[src/hw/rtl/rbu_pkg.sv]
// ---------------------------------------------------------------------------
// RGB565 band upscaler package
// Shared widths, register codes, work item type and pixel averaging helpers.
// ---------------------------------------------------------------------------
`default_nettype none

package rbu_pkg;

  localparam int RUN_PIXELS = 6;
  localparam int OUT_PIXELS = 8;
  localparam int PIX_W      = 16;
  localparam int ROW_W      = 2;
  localparam int CFG_IDX_W  = 1;
  localparam int CFG_DATA_W = 7;

  localparam int MAX_SEGMENTS_DEF = 64;
  localparam int QUEUE_DEPTH_DEF  = 2;

  // Per-channel floor average: drop each channel's low bit before adding,
  // then add back the carry when both low bits were set.
  localparam logic [PIX_W-1:0] AVG_MASK  = 16'hF7DE;
  localparam logic [PIX_W-1:0] AVG_CARRY = 16'h0821;

  localparam logic [ROW_W-1:0]      ROWS_MIN   = 2'd2;
  localparam logic [ROW_W-1:0]      ROWS_RESET = 2'd2;
  localparam logic [CFG_DATA_W-1:0] SEGS_RESET = 7'd40;

  typedef enum logic [CFG_IDX_W-1:0] {
    REG_ROWS_PER_BAND     = 1'b0,
    REG_SEGMENTS_PER_LINE = 1'b1
  } cfg_reg_t;

  typedef logic [PIX_W-1:0] pix_t;
  typedef pix_t [RUN_PIXELS-1:0] run_t;
  typedef pix_t [OUT_PIXELS-1:0] wide_t;

  // What the back end has to produce for one source run.
  typedef enum logic [1:0] {
    KIND_PLAIN,      // first row of a band: the run widened
    KIND_MIX,        // middle row: vertical average widened
    KIND_MIX_PLAIN   // last row: vertical average, then the run itself
  } kind_t;

  typedef struct packed {
    kind_t             kind;
    logic [ROW_W-1:0]  band_row;
    run_t              cur;
    run_t              prior;
  } work_t;

  function automatic pix_t avg565(pix_t a, pix_t b);
    pix_t sum;
    sum = ((a & AVG_MASK) >> 1) + ((b & AVG_MASK) >> 1) + (a & b & AVG_CARRY);
    return sum;
  endfunction

  function automatic run_t mix_runs(run_t a, run_t b);
    run_t m;
    for (int i = 0; i < RUN_PIXELS; i++) begin
      m[i] = avg565(a[i], b[i]);
    end
    return m;
  endfunction

  // Six source pixels to eight: p0, a01, a12, p2, p3, a34, a45, p5.
  function automatic wide_t widen(run_t p);
    wide_t o;
    o[0] = p[0];
    o[1] = avg565(p[0], p[1]);
    o[2] = avg565(p[1], p[2]);
    o[3] = p[2];
    o[4] = p[3];
    o[5] = avg565(p[3], p[4]);
    o[6] = avg565(p[4], p[5]);
    o[7] = p[5];
    return o;
  endfunction

endpackage

`default_nettype wire

[src/hw/rtl/rbu_queue.sv]
// ---------------------------------------------------------------------------
// RGB565 band upscaler work queue
// Short FIFO of classified runs between the front end and the back end.
// ---------------------------------------------------------------------------
`default_nettype none

module rbu_queue
  import rbu_pkg::*;
#(
  parameter int DEPTH = QUEUE_DEPTH_DEF
) (
  input  logic  clk,
  input  logic  rst_n,
  input  logic  push_valid,
  output logic  push_ready,
  input  work_t push_work,
  output logic  head_valid,
  input  logic  pop,
  output work_t head_work
);

  localparam int PTR_W = (DEPTH > 1) ? $clog2(DEPTH) : 1;
  localparam int CNT_W = $clog2(DEPTH + 1);
  localparam logic [PTR_W-1:0] PTR_LAST = PTR_W'(DEPTH - 1);
  localparam logic [CNT_W-1:0] CNT_FULL = CNT_W'(DEPTH);

  work_t            slots_r [DEPTH];
  logic [PTR_W-1:0] wr_ptr_r, rd_ptr_r;
  logic [CNT_W-1:0] count_r;
  logic             do_push, do_pop;

  assign push_ready = count_r != CNT_FULL;
  assign head_valid = count_r != '0;
  assign head_work  = slots_r[rd_ptr_r];
  assign do_push    = push_valid && push_ready;
  assign do_pop     = pop && head_valid;

  always_ff @(posedge clk) begin
    if (!rst_n) begin
      wr_ptr_r <= '0;
      rd_ptr_r <= '0;
      count_r  <= '0;
    end else begin
      if (do_push) begin
        wr_ptr_r <= (wr_ptr_r == PTR_LAST) ? '0 : wr_ptr_r + PTR_W'(1);
      end
      if (do_pop) begin
        rd_ptr_r <= (rd_ptr_r == PTR_LAST) ? '0 : rd_ptr_r + PTR_W'(1);
      end
      if (do_push && !do_pop) begin
        count_r <= count_r + CNT_W'(1);
      end else if (do_pop && !do_push) begin
        count_r <= count_r - CNT_W'(1);
      end
    end
  end

  always_ff @(posedge clk) begin
    if (do_push) begin
      slots_r[wr_ptr_r] <= push_work;
    end
  end

endmodule

`default_nettype wire

[config.mk]
export PLATFORM = sky130hd
export DESIGN_NAME = rbu_queue
export DESIGN_NICKNAME = d
export VERILOG_FILES = /design/src/hw/rtl/rbu_pkg.sv /design/src/hw/rtl/rbu_queue.sv
export SDC_FILE = /design/constraint.sdc
export NUM_CORES = 1
export LEC_CHECK = 0
export ABC_CLOCK_PERIOD_IN_PS = 8100
export BUFFER_PORTS_ARGS = -buffer_cell sky130_fd_sc_hd__buf_2
export CAP_MARGIN = 25
export CELL_PAD_IN_SITES_DETAIL_PLACEMENT = 0
export CELL_PAD_IN_SITES_GLOBAL_PLACEMENT = 1
export CORE_ASPECT_RATIO = 1.75
export CORE_MARGIN = 5
export CORE_UTILIZATION = 36
export CTS_BUF_LIST = sky130_fd_sc_hd__clkbuf_8 sky130_fd_sc_hd__clkbuf_16
export CTS_CLUSTER_DIAMETER = 120
export CTS_CLUSTER_SIZE = 14
export DETAILED_ROUTE_END_ITERATION = 16
export HOLD_SLACK_MARGIN = 0.12
export PLACE_DENSITY = 0.68
export SYNTH_ARGS = -nofsm -noshare
export SYNTH_HDL_FRONTEND = slang
export SYNTH_SLANG_ARGS = --single-unit
[constraint.sdc]
create_clock -name clk -period 8.1 [get_ports clk]
set_input_delay 0.405 -clock clk [delete_from_list [all_inputs] [get_ports clk]]
set_output_delay 0.405 -clock clk [all_outputs]
set_load 0.02 [all_outputs]
==> impl_metrics.env <==
export IMPL_outcome="completed"
export IMPL_setup_viol=0
export IMPL_die_y_um=279.7
export IMPL_dr_wl_met3_um=1932
export IMPL_fin_crit_ns=3.362
export IMPL_hold_viol=0
export IMPL_synth_mux_area_fraction_pct=18.26
export IMPL_route_vias_total=8124
export IMPL_row_count=98
export IMPL_synth_top_area_share_pct=78.67
export IMPL_crit_path_end_kind="output port"
export IMPL_coreArea_sq_um=40950
export IMPL_ant_nets=0
export IMPL_cts_sinks=397
export IMPL_synth_edf_count=392
export IMPL_yosysMostFrequentCell="edfxtp_1"
export IMPL_cts_resized=0
export IMPL_critical_path_required_ns=7.70
export IMPL_syn_cell_area_sq_um=14960
export IMPL_p_leak_nw=7.886
export IMPL_worst_slew_pin_slew_ns=1.003
export IMPL_synth_distinct_cells=21
export IMPL_grt_overflow=0
export IMPL_drt_iter0_markers=304
export IMPL_grt_pass1_wl_um=51640
export IMPL_start_kind="register"
export IMPL_reg2reg_setup_slack_ns=5.16
export IMPL_powerDensity_nw_per_um2=292.1
export IMPL_synth_area_leaders="edfxtp_1, mux2_4, mux2_2"
export IMPL_antenna_found_initial=0
export IMPL_min_path_type="in2reg"
export IMPL_synth_xor_area_share_pct=0.1756
export IMPL_dieArea_sq_um=45900
export IMPL_slew_headroom_pct=33.14
export IMPL_max_freq_mhz=297.4
export IMPL_cts_tree="built"
export IMPL_yosys_warnings=0
export IMPL_synth_compound_area_share_pct=0.2341
export IMPL_finalSetupTns_ns=0
export IMPL_routed_wl_met2_um=19700
export IMPL_initial_core_util_pct=36.54
export IMPL_drt_pass1_iter_count=5
export IMPL_utilization_pct=49.90
export IMPL_path_max_fanout=53
export IMPL_rsz0062_at_grt="no"
export IMPL_synthFlopType="edfxtp_1"
export IMPL_drc=0
export IMPL_synth_top_family_by_area="multiplexers"
export IMPL_clk_latency_ns=0.52
export IMPL_gr_usage_all_layers_pct=14.77
export IMPL_ir_drop_mv=0.3256
export IMPL_drive_gt1_share_pct=51.35
export IMPL_async_flop_share_pct=0
export IMPL_cts_max_path_buffers=3
export IMPL_htreeDepth=2
export IMPL_grt_pass1_vias=8974
export IMPL_synthAdderAreaFrac_pct=0.08362
export IMPL_die_w_um=164.1
export IMPL_dp_hpwl_um=23550
export IMPL_route_detailed_wl_per_inst_um=19.46
export IMPL_synth_common_cells="edfxtp_1, mux2_4, mux2_2"
export IMPL_final_cells=1806
export IMPL_clk_pin_slew_worst_paths_ns=0.06
export IMPL_grt_max_degree=123
export IMPL_fin_nets=1450
export IMPL_ys_ff_latch=397
export IMPL_drt_met1_wl_um=11860
export IMPL_avgSynthCellArea_sq_um=23.60
export IMPL_finalCritPeriodShare_pct=41.51
export IMPL_ys_seq_area_share_pct=79.34
export IMPL_worstSetupPathType="reg2out"
export IMPL_yosysTopAreaCell="edfxtp_1"
export IMPL_slew_violations=0
export IMPL_synth_fp_nets=835
export IMPL_dpl_cell_count=1566
export IMPL_yosys_area_share_simple_pct=0.4348
export IMPL_ctsHoldBuffers=196
export IMPL_post_cts_setup_buffers=0
export IMPL_fin_skew_ns=0.01792
export IMPL_io_pins=398
export IMPL_port_buffer_count=397
export IMPL_place_congestion=0.7718
export IMPL_diodes=0
export IMPL_cts_root_buf="clkbuf_16"
export IMPL_maxCapViolations=0
export IMPL_drt_wl_total_um=35150
export IMPL_arrival_ns=2.96
export IMPL_avgViaCountPerCell=4.498
export IMPL_numCtsBuffers=34
export IMPL_syn_inst=634
export IMPL_area_delta_synth_final_pct=36.57
export IMPL_top_layer="met4"
-- worst paths after layout --
check,from,to,depth (start not counted)
max,register,head_work[180],3
min,rst_n,register,2
max reg2reg,count_r[0]$_SDFFE_PN0P_,slots_r[1][61]$_DFFE_PP_,4
min reg2reg,count_r[1]$_SDFFE_PN0P_,count_r[1]$_SDFFE_PN0P_,2
-- metrics by stage --
| stage | hold WS (ns) | setup slack (ns) | cell area [sq um] | total power, W |
|---|---|---|---|---|
| after floorplan | 0.5039 | 2.385 | 14960 | 0.003987 |
| after global placement | 0.5358 | 5.103 | 17490 | 0.004461 |
| after detailed placement | 0.5483 | 5.066 | 17490 | 0.004485 |
| final | 0.1581 | 4.738 | 20440 | 0.005968 |
| after CTS | 0.1335 | 4.648 | 20410 | 0.006063 |
| after global routing | 0.1679 | 4.556 | 20440 | 0.006235 |
-- registers in the layout, summed over array words and instances, names as in the netlist, named ones only --
signal    cells
count_r       2
slots_r     392
wr_ptr_r      1
rd_ptr_r      1
-- power by group --
group	switching [W]	internal [W]	total [W]
registers	0.000103	0.00257	0.00267
clock network	0.000672	0.000809	0.00148
logic	0.00101	0.000804	0.00182
total	0.00179	0.00418	0.00597
-- cells by family (layout without fill, tap and decap cells) --
logic type,count (synthesis),in the layout
flip-flops,397,397
multiplexers,196,196
buffers and inverters,23,645
AND/OR/NAND/NOR,9,9
AO/OA/AOI/OAI,5,5
XOR/XNOR,3,3
adder cells (fa/ha/maj),1,1
-- cell type report --
type	count	area [sq um]
Clock inverter	6	30.03
Multi-Input combinational cell	214	2877
Inverter	1	11.26
Clock buffer	37	925.9
Sequential cell	397	11880
Timing Repair Buffer	601	4029
Fill cell	3479	20520
Tap cell	550	688.2
-- metal layers --
| metal | GRT usage, % | vias to the layer above |
|---|---|---|
| met3 | 2.723 | 68 |
| met4 | 7.060 | 0 |
| met5 | 0 | - |
| met2 | 27.98 | 290 |
| li1 | - | 3749 |
| met1 | 15.40 | 4017 |
-- cell usage in the layout (no fill, tap or decap) --
cell and instances:
buf_2 397, inv_8 2, edfxtp_1 392, and3_4 1, xor2_1 1, nand2b_4 1
a21bo_2 1, or3_1 1, xnor2_1 2, dfxtp_4 1, and2_1 4, ha_1 1
o21ai_0 1, a21boi_0 1, mux2_2 56, nand3b_1 1, a21boi_1 1, dfxtp_1 4
clkbuf_16 37, buf_4 7, o21ai_1 1, or2_2 1, dlygate4sd3_1 196, inv_1 5
buf_16 1, mux2_4 140
-- worst max-delay path: stages (launching register included) --
cell	delay, ns
dfxtp_4	0.90
buf_4	0.83
mux2_2	0.41
buf_2	0.16
(Power assumes the default switching activity.)
