File: src/hw/rtl/rbu_pkg.sv
// ---------------------------------------------------------------------------
// RGB565 band upscaler package
// Shared widths, register codes, work item type and pixel averaging helpers.
// ---------------------------------------------------------------------------
`default_nettype none

package rbu_pkg;

  localparam int RUN_PIXELS = 6;
  localparam int OUT_PIXELS = 8;
  localparam int PIX_W      = 16;
  localparam int ROW_W      = 2;
  localparam int CFG_IDX_W  = 1;
  localparam int CFG_DATA_W = 7;

  localparam int MAX_SEGMENTS_DEF = 64;
  localparam int QUEUE_DEPTH_DEF  = 2;

  // Per-channel floor average: drop each channel's low bit before adding,
  // then add back the carry when both low bits were set.
  localparam logic [PIX_W-1:0] AVG_MASK  = 16'hF7DE;
  localparam logic [PIX_W-1:0] AVG_CARRY = 16'h0821;

  localparam logic [ROW_W-1:0]      ROWS_MIN   = 2'd2;
  localparam logic [ROW_W-1:0]      ROWS_RESET = 2'd2;
  localparam logic [CFG_DATA_W-1:0] SEGS_RESET = 7'd40;

  typedef enum logic [CFG_IDX_W-1:0] {
    REG_ROWS_PER_BAND     = 1'b0,
    REG_SEGMENTS_PER_LINE = 1'b1
  } cfg_reg_t;

  typedef logic [PIX_W-1:0] pix_t;
  typedef pix_t [RUN_PIXELS-1:0] run_t;
  typedef pix_t [OUT_PIXELS-1:0] wide_t;

  // What the back end has to produce for one source run.
  typedef enum logic [1:0] {
    KIND_PLAIN,      // first row of a band: the run widened
    KIND_MIX,        // middle row: vertical average widened
    KIND_MIX_PLAIN   // last row: vertical average, then the run itself
  } kind_t;

  typedef struct packed {
    kind_t             kind;
    logic [ROW_W-1:0]  band_row;
    run_t              cur;
    run_t              prior;
  } work_t;

  function automatic pix_t avg565(pix_t a, pix_t b);
    pix_t sum;
    sum = ((a & AVG_MASK) >> 1) + ((b & AVG_MASK) >> 1) + (a & b & AVG_CARRY);
    return sum;
  endfunction

  function automatic run_t mix_runs(run_t a, run_t b);
    run_t m;
    for (int i = 0; i < RUN_PIXELS; i++) begin
      m[i] = avg565(a[i], b[i]);
    end
    return m;
  endfunction

  // Six source pixels to eight: p0, a01, a12, p2, p3, a34, a45, p5.
  function automatic wide_t widen(run_t p);
    wide_t o;
    o[0] = p[0];
    o[1] = avg565(p[0], p[1]);
    o[2] = avg565(p[1], p[2]);
    o[3] = p[2];
    o[4] = p[3];
    o[5] = avg565(p[3], p[4]);
    o[6] = avg565(p[4], p[5]);
    o[7] = p[5];
    return o;
  endfunction

endpackage

`default_nettype wire

File: src/hw/rtl/rbu_if.sv
// ---------------------------------------------------------------------------
// RGB565 band upscaler stream interfaces
// Valid/ready channels for source runs and for widened result words.
// ---------------------------------------------------------------------------
`default_nettype none


interface rbu_out_if
  import rbu_pkg::*;
();
  logic             valid;
  logic             ready;
  logic [PIX_W-1:0] pixel_out_0;
  logic [PIX_W-1:0] pixel_out_1;
  logic [PIX_W-1:0] pixel_out_2;
  logic [PIX_W-1:0] pixel_out_3;
  logic [PIX_W-1:0] pixel_out_4;
  logic [PIX_W-1:0] pixel_out_5;
  logic [PIX_W-1:0] pixel_out_6;
  logic [PIX_W-1:0] pixel_out_7;
  logic [ROW_W-1:0] dest_row;
  logic             last_of_run;

  modport source (
    output valid, pixel_out_0, pixel_out_1, pixel_out_2, pixel_out_3, pixel_out_4,
           pixel_out_5, pixel_out_6, pixel_out_7, dest_row, last_of_run,
    input  ready
  );
  modport sink (
    input  valid, pixel_out_0, pixel_out_1, pixel_out_2, pixel_out_3, pixel_out_4,
           pixel_out_5, pixel_out_6, pixel_out_7, dest_row, last_of_run,
    output ready
  );
endinterface

`default_nettype wire

File: src/hw/rtl/rbu_back.sv
// ---------------------------------------------------------------------------
// RGB565 band upscaler back end
// Widens queued runs and drives the registered result channel.
// ---------------------------------------------------------------------------
`default_nettype none

module rbu_back
  import rbu_pkg::*;
(
  input  logic  clk,
  input  logic  rst_n,
  input  logic  head_valid,
  input  work_t head_work,
  output logic  pop,
  rbu_out_if.source out_ch
);

  logic             phase_r, phase_nxt;
  logic             out_v_r;
  wide_t            out_pix_r;
  logic [ROW_W-1:0] out_row_r;
  logic             out_last_r;

  run_t             mix_run;
  wide_t            res_pix;
  logic [ROW_W-1:0] res_row;
  logic             res_last;
  logic             res_pop;
  logic             load;

  assign mix_run = mix_runs(head_work.prior, head_work.cur);
  assign load    = head_valid && (!out_v_r || out_ch.ready);

  always_comb begin
    res_pix  = widen(head_work.cur);
    res_row  = head_work.band_row;
    res_last = 1'b1;
    res_pop  = 1'b1;
    case (head_work.kind)
      KIND_PLAIN: begin
        res_pix = widen(head_work.cur);
      end
      KIND_MIX: begin
        res_pix = widen(mix_run);
      end
      KIND_MIX_PLAIN: begin
        // The vertical average goes out first; the run itself follows on
        // the next row and retires the entry.
        if (!phase_r) begin
          res_pix  = widen(mix_run);
          res_last = 1'b0;
          res_pop  = 1'b0;
        end else begin
          res_row = head_work.band_row + 2'd1;
        end
      end
      default: begin
        res_pix = widen(head_work.cur);
      end
    endcase
    pop       = load && res_pop;
    phase_nxt = load ? !res_pop : phase_r;
  end

  always_ff @(posedge clk) begin
    if (!rst_n) begin
      phase_r <= 1'b0;
      out_v_r <= 1'b0;
    end else begin
      phase_r <= phase_nxt;
      if (load) begin
        out_v_r <= 1'b1;
      end else if (out_ch.ready) begin
        out_v_r <= 1'b0;
      end
    end
  end

  always_ff @(posedge clk) begin
    if (load) begin
      out_pix_r  <= res_pix;
      out_row_r  <= res_row;
      out_last_r <= res_last;
    end
  end

  assign out_ch.valid       = out_v_r;
  assign out_ch.pixel_out_0 = out_pix_r[0];
  assign out_ch.pixel_out_1 = out_pix_r[1];
  assign out_ch.pixel_out_2 = out_pix_r[2];
  assign out_ch.pixel_out_3 = out_pix_r[3];
  assign out_ch.pixel_out_4 = out_pix_r[4];
  assign out_ch.pixel_out_5 = out_pix_r[5];
  assign out_ch.pixel_out_6 = out_pix_r[6];
  assign out_ch.pixel_out_7 = out_pix_r[7];
  assign out_ch.dest_row    = out_row_r;
  assign out_ch.last_of_run = out_last_r;

endmodule

`default_nettype wire

File: src/flat_wrapper.sv
// flat-port wrapper written by rule: the top's interface ports become plain ports
module rbu_back_flat import rbu_pkg::*;
  (clk, rst_n, head_valid, head_work, pop, out_ch_valid, out_ch_pixel_out_0, out_ch_pixel_out_1, out_ch_pixel_out_2, out_ch_pixel_out_3, out_ch_pixel_out_4, out_ch_pixel_out_5, out_ch_pixel_out_6, out_ch_pixel_out_7, out_ch_dest_row, out_ch_last_of_run, out_ch_ready);
  rbu_out_if out_ch_i ();
  input  logic clk;
  input  logic rst_n;
  input  logic head_valid;
  input  work_t head_work;
  output logic pop;
  output wire logic [$bits(out_ch_i.valid)-1:0] out_ch_valid;
  output wire logic [$bits(out_ch_i.pixel_out_0)-1:0] out_ch_pixel_out_0;
  output wire logic [$bits(out_ch_i.pixel_out_1)-1:0] out_ch_pixel_out_1;
  output wire logic [$bits(out_ch_i.pixel_out_2)-1:0] out_ch_pixel_out_2;
  output wire logic [$bits(out_ch_i.pixel_out_3)-1:0] out_ch_pixel_out_3;
  output wire logic [$bits(out_ch_i.pixel_out_4)-1:0] out_ch_pixel_out_4;
  output wire logic [$bits(out_ch_i.pixel_out_5)-1:0] out_ch_pixel_out_5;
  output wire logic [$bits(out_ch_i.pixel_out_6)-1:0] out_ch_pixel_out_6;
  output wire logic [$bits(out_ch_i.pixel_out_7)-1:0] out_ch_pixel_out_7;
  output wire logic [$bits(out_ch_i.dest_row)-1:0] out_ch_dest_row;
  output wire logic [$bits(out_ch_i.last_of_run)-1:0] out_ch_last_of_run;
  input wire logic [$bits(out_ch_i.ready)-1:0] out_ch_ready;
  assign out_ch_valid = out_ch_i.valid;
  assign out_ch_pixel_out_0 = out_ch_i.pixel_out_0;
  assign out_ch_pixel_out_1 = out_ch_i.pixel_out_1;
  assign out_ch_pixel_out_2 = out_ch_i.pixel_out_2;
  assign out_ch_pixel_out_3 = out_ch_i.pixel_out_3;
  assign out_ch_pixel_out_4 = out_ch_i.pixel_out_4;
  assign out_ch_pixel_out_5 = out_ch_i.pixel_out_5;
  assign out_ch_pixel_out_6 = out_ch_i.pixel_out_6;
  assign out_ch_pixel_out_7 = out_ch_i.pixel_out_7;
  assign out_ch_dest_row = out_ch_i.dest_row;
  assign out_ch_last_of_run = out_ch_i.last_of_run;
  assign out_ch_i.ready = out_ch_ready;
  rbu_back u_core (.clk(clk), .rst_n(rst_n), .head_valid(head_valid), .head_work(head_work), .pop(pop), .out_ch(out_ch_i));
endmodule
File: config.mk
export PLATFORM = sky130hd
export DESIGN_NAME = rbu_back_flat
export DESIGN_NICKNAME = d
export VERILOG_FILES = /design/src/hw/rtl/rbu_pkg.sv /design/src/hw/rtl/rbu_if.sv /design/src/hw/rtl/rbu_back.sv /design/src/flat_wrapper.sv
export SDC_FILE = /design/constraint.sdc
export NUM_CORES = 1
export LEC_CHECK = 0
export BUFFER_PORTS_ARGS = -buffer_cell sky130_fd_sc_hd__buf_2
export CAP_MARGIN = 0
export CORE_ASPECT_RATIO = 1.2
export CORE_MARGIN = 2
export CORE_UTILIZATION = 44
export CTS_BUF_LIST = sky130_fd_sc_hd__clkbuf_8 sky130_fd_sc_hd__clkbuf_16
export CTS_CLUSTER_SIZE = 14
export DETAILED_ROUTE_END_ITERATION = 7
export PLACE_DENSITY = 0.7
export SLEW_MARGIN = 20
export SYNTH_ARGS = -nofsm -noshare
export SYNTH_HDL_FRONTEND = slang
export SYNTH_SLANG_ARGS = --single-unit
File: constraint.sdc
create_clock -name clk -period 4.2 [get_ports clk]
set_clock_uncertainty 0.1 [all_clocks]
set_input_delay 0.21 -clock clk [delete_from_list [all_inputs] [get_ports clk]]
set_output_delay 0.21 -clock clk [all_outputs]
set_load 0.01 [all_outputs]
==> results of run 1 <==
==> state kept, by name, indices dropped and copies added (netlist names) <==
name / count
u_core.out_ch.pixel_out_0: 16
u_core.out_ch.pixel_out_1: 16
u_core.out_ch.pixel_out_2: 16
u_core.out_ch.pixel_out_3: 16
u_core.out_ch.pixel_out_4: 16
u_core.out_ch.pixel_out_5: 16
u_core.out_ch.pixel_out_6: 16
u_core.out_ch.pixel_out_7: 16
u_core.out_ch.dest_row: 2
u_core.out_ch.last_of_run: 1
u_core.out_ch.valid: 1
u_core.phase_r: 1
==> synthesized netlist by cell type, types with 29 or more instances <==
cell,instances
a22o_1,53
inv_1,65
o21ai_0,55
ha_1,282
o22ai_1,51
fa_1,56
and2_1,37
xnor2_1,89
xor2_1,86
nor2_1,88
a21oi_1,81
edfxtp_1,131
nand2_1,75
a21o_1,29
==> per-layer routing <==
metal,vias to the layer above,track usage
li1,6361,-
met1,6254,0.2580
met2,459,0.4949
met3,136,0.05705
met4,6,0.1334
met5,-,0
==> repair_timing <==
item                       4_1_cts  5_1_grt
hold endpoints to repair        24        0
pin swaps                        0       19
setup buffers                    0        4
setup endpoints to repair        1       19
resized for setup                1       43
hold buffers                    25        0
==> tightest hold or removal path, stage by stage <==
cell,delay [ns]
buf_2,0.10
nand2_1,0.05
o21ai_0,0.08
==> cell type report <==
class                   count  area, sq um  share of cell area
inverters                  65        249.0             0.01304
clock buffers              20        466.7             0.02445
clock inverters            12        200.2             0.01049
repair buffers            524         3191              0.1672
multi-input cells        1209        10490              0.5494
diodes                      2        5.005           0.0002622
flip-flops and latches    133         3974              0.2082
well taps                 412        515.5             0.02701
==> through the flow <==
stage               total power (W)  TNS (ns)
finish                     0.007955         0
detailed placement         0.006084    -7.017
CTS                        0.007877         0
global route               0.008530   -0.2254
global placement           0.005964    -5.903
floorplan                  0.004459         0
==> worst paths after layout <==
check                       from                             to  slack [ns]  depth (start not counted)
setup / recovery   head_work[48]  u_core.out_ch.pixel_out_5[15]        0.04                         17
hold / removal    head_work[155]  u_core.out_ch.pixel_out_4[11]        0.02                          3
setup reg to reg  u_core.phase_r   u_core.out_ch.pixel_out_7[5]        1.77                          5
hold reg to reg   u_core.phase_r                 u_core.phase_r        0.52                          2
==> cells by family after synthesis <==
logic type / Yosys count / share of synthesized area
AOI/OAI and AO/OA: 369 / 0.1707
DFF: 133 / 0.2724
adders and majority gates: 338 / 0.3187
and+or+nand+nor: 326 / 0.1091
buffers and inverters: 91 / 0.02341
muxes: 1 / 0.0006861
xor gates and xnor gates: 175 / 0.1051
==> where the power goes <==
group | total, W | switching, W | internal [W]
clock network | 0.00174 | 0.000636 | 0.00110
registers | 0.00178 | 0.0000568 | 0.00173
logic | 0.00444 | 0.00226 | 0.00218
total | 0.00796 | 0.00295 | 0.00501
==> summary.md, run 1 <==
| Metric | Value |
|---|---|
| Design Area, Final | `19090 sq um` |
| Util after Layout | `0.5805` |
| Post-Place Cells | `2314` |
| Layout area overhead | `30.83%` |
| Finished Layout Cells | `2377` |
| Dpl ws | `-0.5411 ns` |
| Vias in the first global route | `14120` |
| Number of synthesis warnings | `0` |
| Startpoint types | `input pin` |
| Worst path buffer plus inverter count | `1` |
| Leak pwr | `8.952 nW` |
| Top sig layer | `met5` |
| Total of max-cap violations | `0` |
| Die X | `170.2 um` |
| Pre-antenna DRT Iters | `5` |
| Fillers | `2812` |
| # rows | `73` |
| Crit-path max FO | `3` |
| Clock root buffer | `clkbuf_16` |
| Critical Path, Cell by Cell | `buf_2 > and2_1 > fa_1 > ha_1 > fa_1 > a21o_1 > a31oi_2 > o21bai_1 > xor2_1 > ha_1 > ha_1 > or3_1 > o211ai_1 > a21oi_2 > o41ai_2 > xor2_1 > o22ai_1` |
| Setup ws final | `0.03633 ns` |
| CTS Buf Count | `17` |
| PwrDens | `416.8 nW/um^2` |
| Metal3 WL | `2.704 mm` |
| Clk pin slew, worst setup/hold paths | `0.06 ns` |
| Synth cell types | `54` |
| Worst-Skew Late Latency | `0.44 ns` |
| Die ar. | `34640 sq um` |
| WL met2 | `23.70 mm` |
| Drt initial violations | `544` |
| Area fraction of the dominant cell type after synthesis | `0.2696` |
| CP max-delay cell | `fa_1` |
| Initial core utilization | `0.4437` |
| Wire length per cell | `18.69 um` |
| Hold WS | `0.01714 ns` |
| Seq/Total Area, Yosys | `0.2724` |
| Nets | `2488` |
| EDFF count, synth | `131` |
| Initial antenna violation count | `6` |
| Critical path type | `input pin to register` |
| Mean post-synth cell area | `10.18 sq um` |
| Port bufs | `332` |
| Clock Tree Buf Depth | `2` |
| Cell taking the most area after synthesis | `edfxtp_1` |
| WL met1 | `16.00 mm` |
| Setup-failing EPs final | `0` |
| Arrival time worst endpoint | `4.25 ns` |
| WL final | `44.44 mm` |
| Slew Limit Fails | `0` |
| Share of cells above drive strength 1 | `0.2980` |
| Final worst path period share | `0.9913` |
| Total GRT Usage | `0.2584` |
| Antenna-violating nets left | `0` |
| TritonCTS Sinks | `133` |
| Maximum number of pins on one net before global-route repair | `97` |
| Htree depth | `4` |
| GRT Residual Overflow | `0` |
| Post-synth net total | `1971` |
| CTS tree | `yes` |
| Via Count | `13220` |
| Worst endpoint required time | `4.28 ns` |
| CP Capture Type | `register` |
| Post-Syn Area | `14590 sq um` |
| Routability congestion estimate from global placement | `0.9012` |
| Fmax | `0.2402 GHz` |
| Commonest cells after routing, fill and taps aside | `332 x buf_2, 276 x ha_1, 165 x buf_4` |
| Die Ht | `203.5 um` |
| Slowest stage delay, CP | `0.48 ns` |
| Avg Vias per Cell | `5.560` |
| IO Count | `333` |
| First-pass GRT wire length | `69.01 mm` |
| Worst-margin pin slew | `1.001 ns` |
| CP top delay family | `adder cells` |
| Post-DP HPWL | `35.72 mm` |
| Most common cell after layout, fill and taps aside | `buf_2` |
| Primary FF master, synth | `edfxtp_1` |
| Placed Area | `17950 sq um` |
| HP Class | `input pin to register` |
| # DRC | `0` |
| Top cells by area, synth | `edfxtp_1 27%, ha_1 24%, fa_1 7.7%` |
| Asr flop ratio synth | `0` |
| Tmin final | `4.164 ns` |
| Core Area | `32880 sq um` |
| Synth Register Bits | `133` |
| Worst vdd ir | `0.2510 mV` |
| Outcome | `complete, no violations` |
| CP dominant cell by count | `ha_1` |
| Unrepaired setup endpoints after global routing | `true` |
| Endpoints failing hold | `0` |
| Post-Synthesis Cells | `1433` |
| Rel. slew slack | `0.3330` |
Note: power is estimated with default switching activity, not from simulation.
==> run 2: changes to the inputs <==
Settings changed: CELL_PAD_IN_SITES_DETAIL_PLACEMENT set to 2, CELL_PAD_IN_SITES_GLOBAL_PLACEMENT set to 2, CORE_UTILIZATION 44 to 32, PLACE_DENSITY 0.7 to unset, PLACE_DENSITY_LB_ADDON set to 0.1, RECOVER_POWER set to 25.
==> run 2 against run 1 <==
  * Via count is 2.8% higher
  * Non-clock buffer count is 52 higher
  * Hold slack better by 0.00097 ns
  * Setup slack better by 0.052 ns
  * Clock-buffer cell count is 3 lower
  * Utilization is 14 points lower
  * Clock power is 3% lower
  * Final cell count is 11% higher
  * Total power is 4.4% higher
==> summary.md, run 2 (synthesis gave the netlist of run 1 again) <==
| Metric | Value |
|---|---|
| Die Ht | `237.9 um` |
| Outcome | `complete, no violations` |
| Fmax | `0.2432 GHz` |
| Slew Limit Fails | `0` |
| Share of cells above drive strength 1 | `0.2834` |
| Worst vdd ir | `0.3397 mV` |
| Worst R2R Setup Slack | `1.82 ns` |
| Maximum number of pins on one net before global-route repair | `91` |
| Pre-antenna DRT Iters | `4` |
| Crit-path max FO | `3` |
| # DRC | `0` |
| Finished Layout Cells | `2627` |
| Initial core utilization | `0.3243` |
| PwrDens | `418.9 nW/um^2` |
| Fillers | `4952` |
| Number of cells on the critical path | `20` |
| Layout area overhead | `35.88%` |
| Antenna-violating nets left | `0` |
| Commonest cells after routing, fill and taps aside | `266 x ha_1, 238 x buf_2, 212 x buf_4` |
| Top sig layer | `met5` |
| Die X | `198.9 um` |
| Nets | `2540` |
| Worst endpoint required time | `4.29 ns` |
| Critical path type | `input pin to register` |
| Initial antenna violation count | `13` |
| Total of max-cap violations | `0` |
| Via Count | `13590` |
| Worst-case reg-to-reg path depth | `5` |
| Crit Reg-Reg Endpoint | `u_core.out_ch.pixel_out_5[15]` |
| Slowest stage delay, CP | `0.40 ns` |
| Vias in the first global route | `15710` |
| Core Area | `44990 sq um` |
| WL met2 | `32.39 mm` |
| Placed Area | `18530 sq um` |
| HP Class | `input pin to register` |
| Crit path from | `head_work[160]` |
| CP Capture Type | `register` |
| Clock root buffer | `clkbuf_16` |
| Hold WS | `0.01810 ns` |
| Final worst path period share | `0.9791` |
| # rows | `85` |
| IO Count | `333` |
| Most common cell after layout, fill and taps aside | `ha_1` |
| Routability congestion estimate from global placement | `0.8199` |
| Die ar. | `47320 sq um` |
| Metal3 WL | `1.994 mm` |
| Design Area, Final | `19820 sq um` |
| GRT Residual Overflow | `0` |
| TritonCTS Sinks | `133` |
| Clk pin slew, worst setup/hold paths | `0.07 ns` |
| Post-DP HPWL | `46.16 mm` |
| Setup-failing EPs final | `0` |
| Worst path buffer plus inverter count | `3` |
| Leak pwr | `8.921 nW` |
| CP max-delay cell | `fa_2` |
| Crit path to | `u_core.out_ch.pixel_out_6[15]` |
| Post-Place Cells | `2554` |
| WL final | `56.52 mm` |
| Startpoint types | `input pin` |
| Rel. slew slack | `0.3499` |
| CP top delay family | `adder cells` |
| Tmin final | `4.112 ns` |
| Avg Vias per Cell | `5.174` |
| Worst-Skew Late Latency | `0.46 ns` |
| Port bufs | `332` |
| FF-to-FF Start | `u_core.phase_r` |
| Endpoints failing hold | `0` |
| Arrival time worst endpoint | `4.20 ns` |
| WL met1 | `20.68 mm` |
| Worst-margin pin slew | `0.9752 ns` |
| Total GRT Usage | `0.2405` |
| Htree depth | `4` |
| Wire length per cell | `21.51 um` |
| Critical Path, Cell by Cell | `buf_2 > and2_4 > fa_2 > ha_4 > fa_2 > a21o_1 > buf_4 > nand2_1 > xor2_1 > or2_2 > fa_1 > inv_1 > ha_1 > nand3b_1 > a21oi_1 > o211ai_1 > a21oi_2 > o41ai_2 > xor2_1 > o22ai_1` |
| CTS tree | `yes` |
| Drt initial violations | `317` |
| Clock Tree Buf Depth | `2` |
| Setup TNS | `0 ns` |
| First-pass GRT wire length | `85.57 mm` |
| CTS Buf Count | `17` |
run 2: cell type report:
class	count	area, sq um	area share
Sequential cell	133	3974	0.2005
Clock buffer	17	425.4	0.02146
Inverter	65	249.0	0.01256
Clock inverter	15	185.2	0.009341
Timing Repair Buffer	576	3476	0.1753
Antenna cell	3	7.507	0.0003787
Tap cell	609	762.0	0.03844
Multi-Input combinational cell	1209	10750	0.5420
run 2: worst min path at each step:
stage | startpoint | end | slack (ns) | depth (start not counted)
6_report | head_work[159] | u_core.out_ch.pixel_out_4[15] | 0.02 | 2
5_1_grt | head_work[103] | u_core.out_ch.pixel_out_0[7] | 0.02 | 2
4_1_cts | head_work[159] | u_core.out_ch.pixel_out_4[15] | 0.0001 | 2
3_5_place_dp | rst_n | u_core.out_ch.valid | 0.35 | 2
3_3_place_gp | rst_n | u_core.out_ch.valid | 0.33 | 2
2_1_floorplan | rst_n | u_core.out_ch.valid | 0.23 | 1
run 2: repair_timing:
item	in CTS	in global routing
endpoints found under the setup margin	8	20
hold endpoints to repair	30	0
setup buffers	0	8
pin swaps	11	39
hold buffers	30	0
gates resized for setup	19	70
run 2: stage by stage:
step                      power [W]  setup slack (ns)  utilization
after floorplan            0.004459           0.03498            -
after global placement     0.006259           -0.5472       0.4118
after detailed placement   0.006462           -0.7097       0.4118
after CTS                  0.008252          0.001219       0.4336
after global routing       0.008934          -0.07777       0.4406
final                      0.008304           0.08795       0.4407
run 2: metal layers:
| layer | track usage | up-vias |
|---|---|---|
| li1 | - | 6446 |
| met1 | 0.2404 | 6771 |
| met2 | 0.4917 | 268 |
| met3 | 0.03986 | 86 |
| met4 | 0.07711 | 20 |
| met5 | 0 | - |
run 2: power breakdown:
part | switching, W | leakage (nW) | total [W] | internal [W]
sequential | 0.0000663 | 1.32 | 0.00179 | 0.00173
clock | 0.000692 | 0.290 | 0.00168 | 0.000985
combinational | 0.00249 | 7.32 | 0.00483 | 0.00234
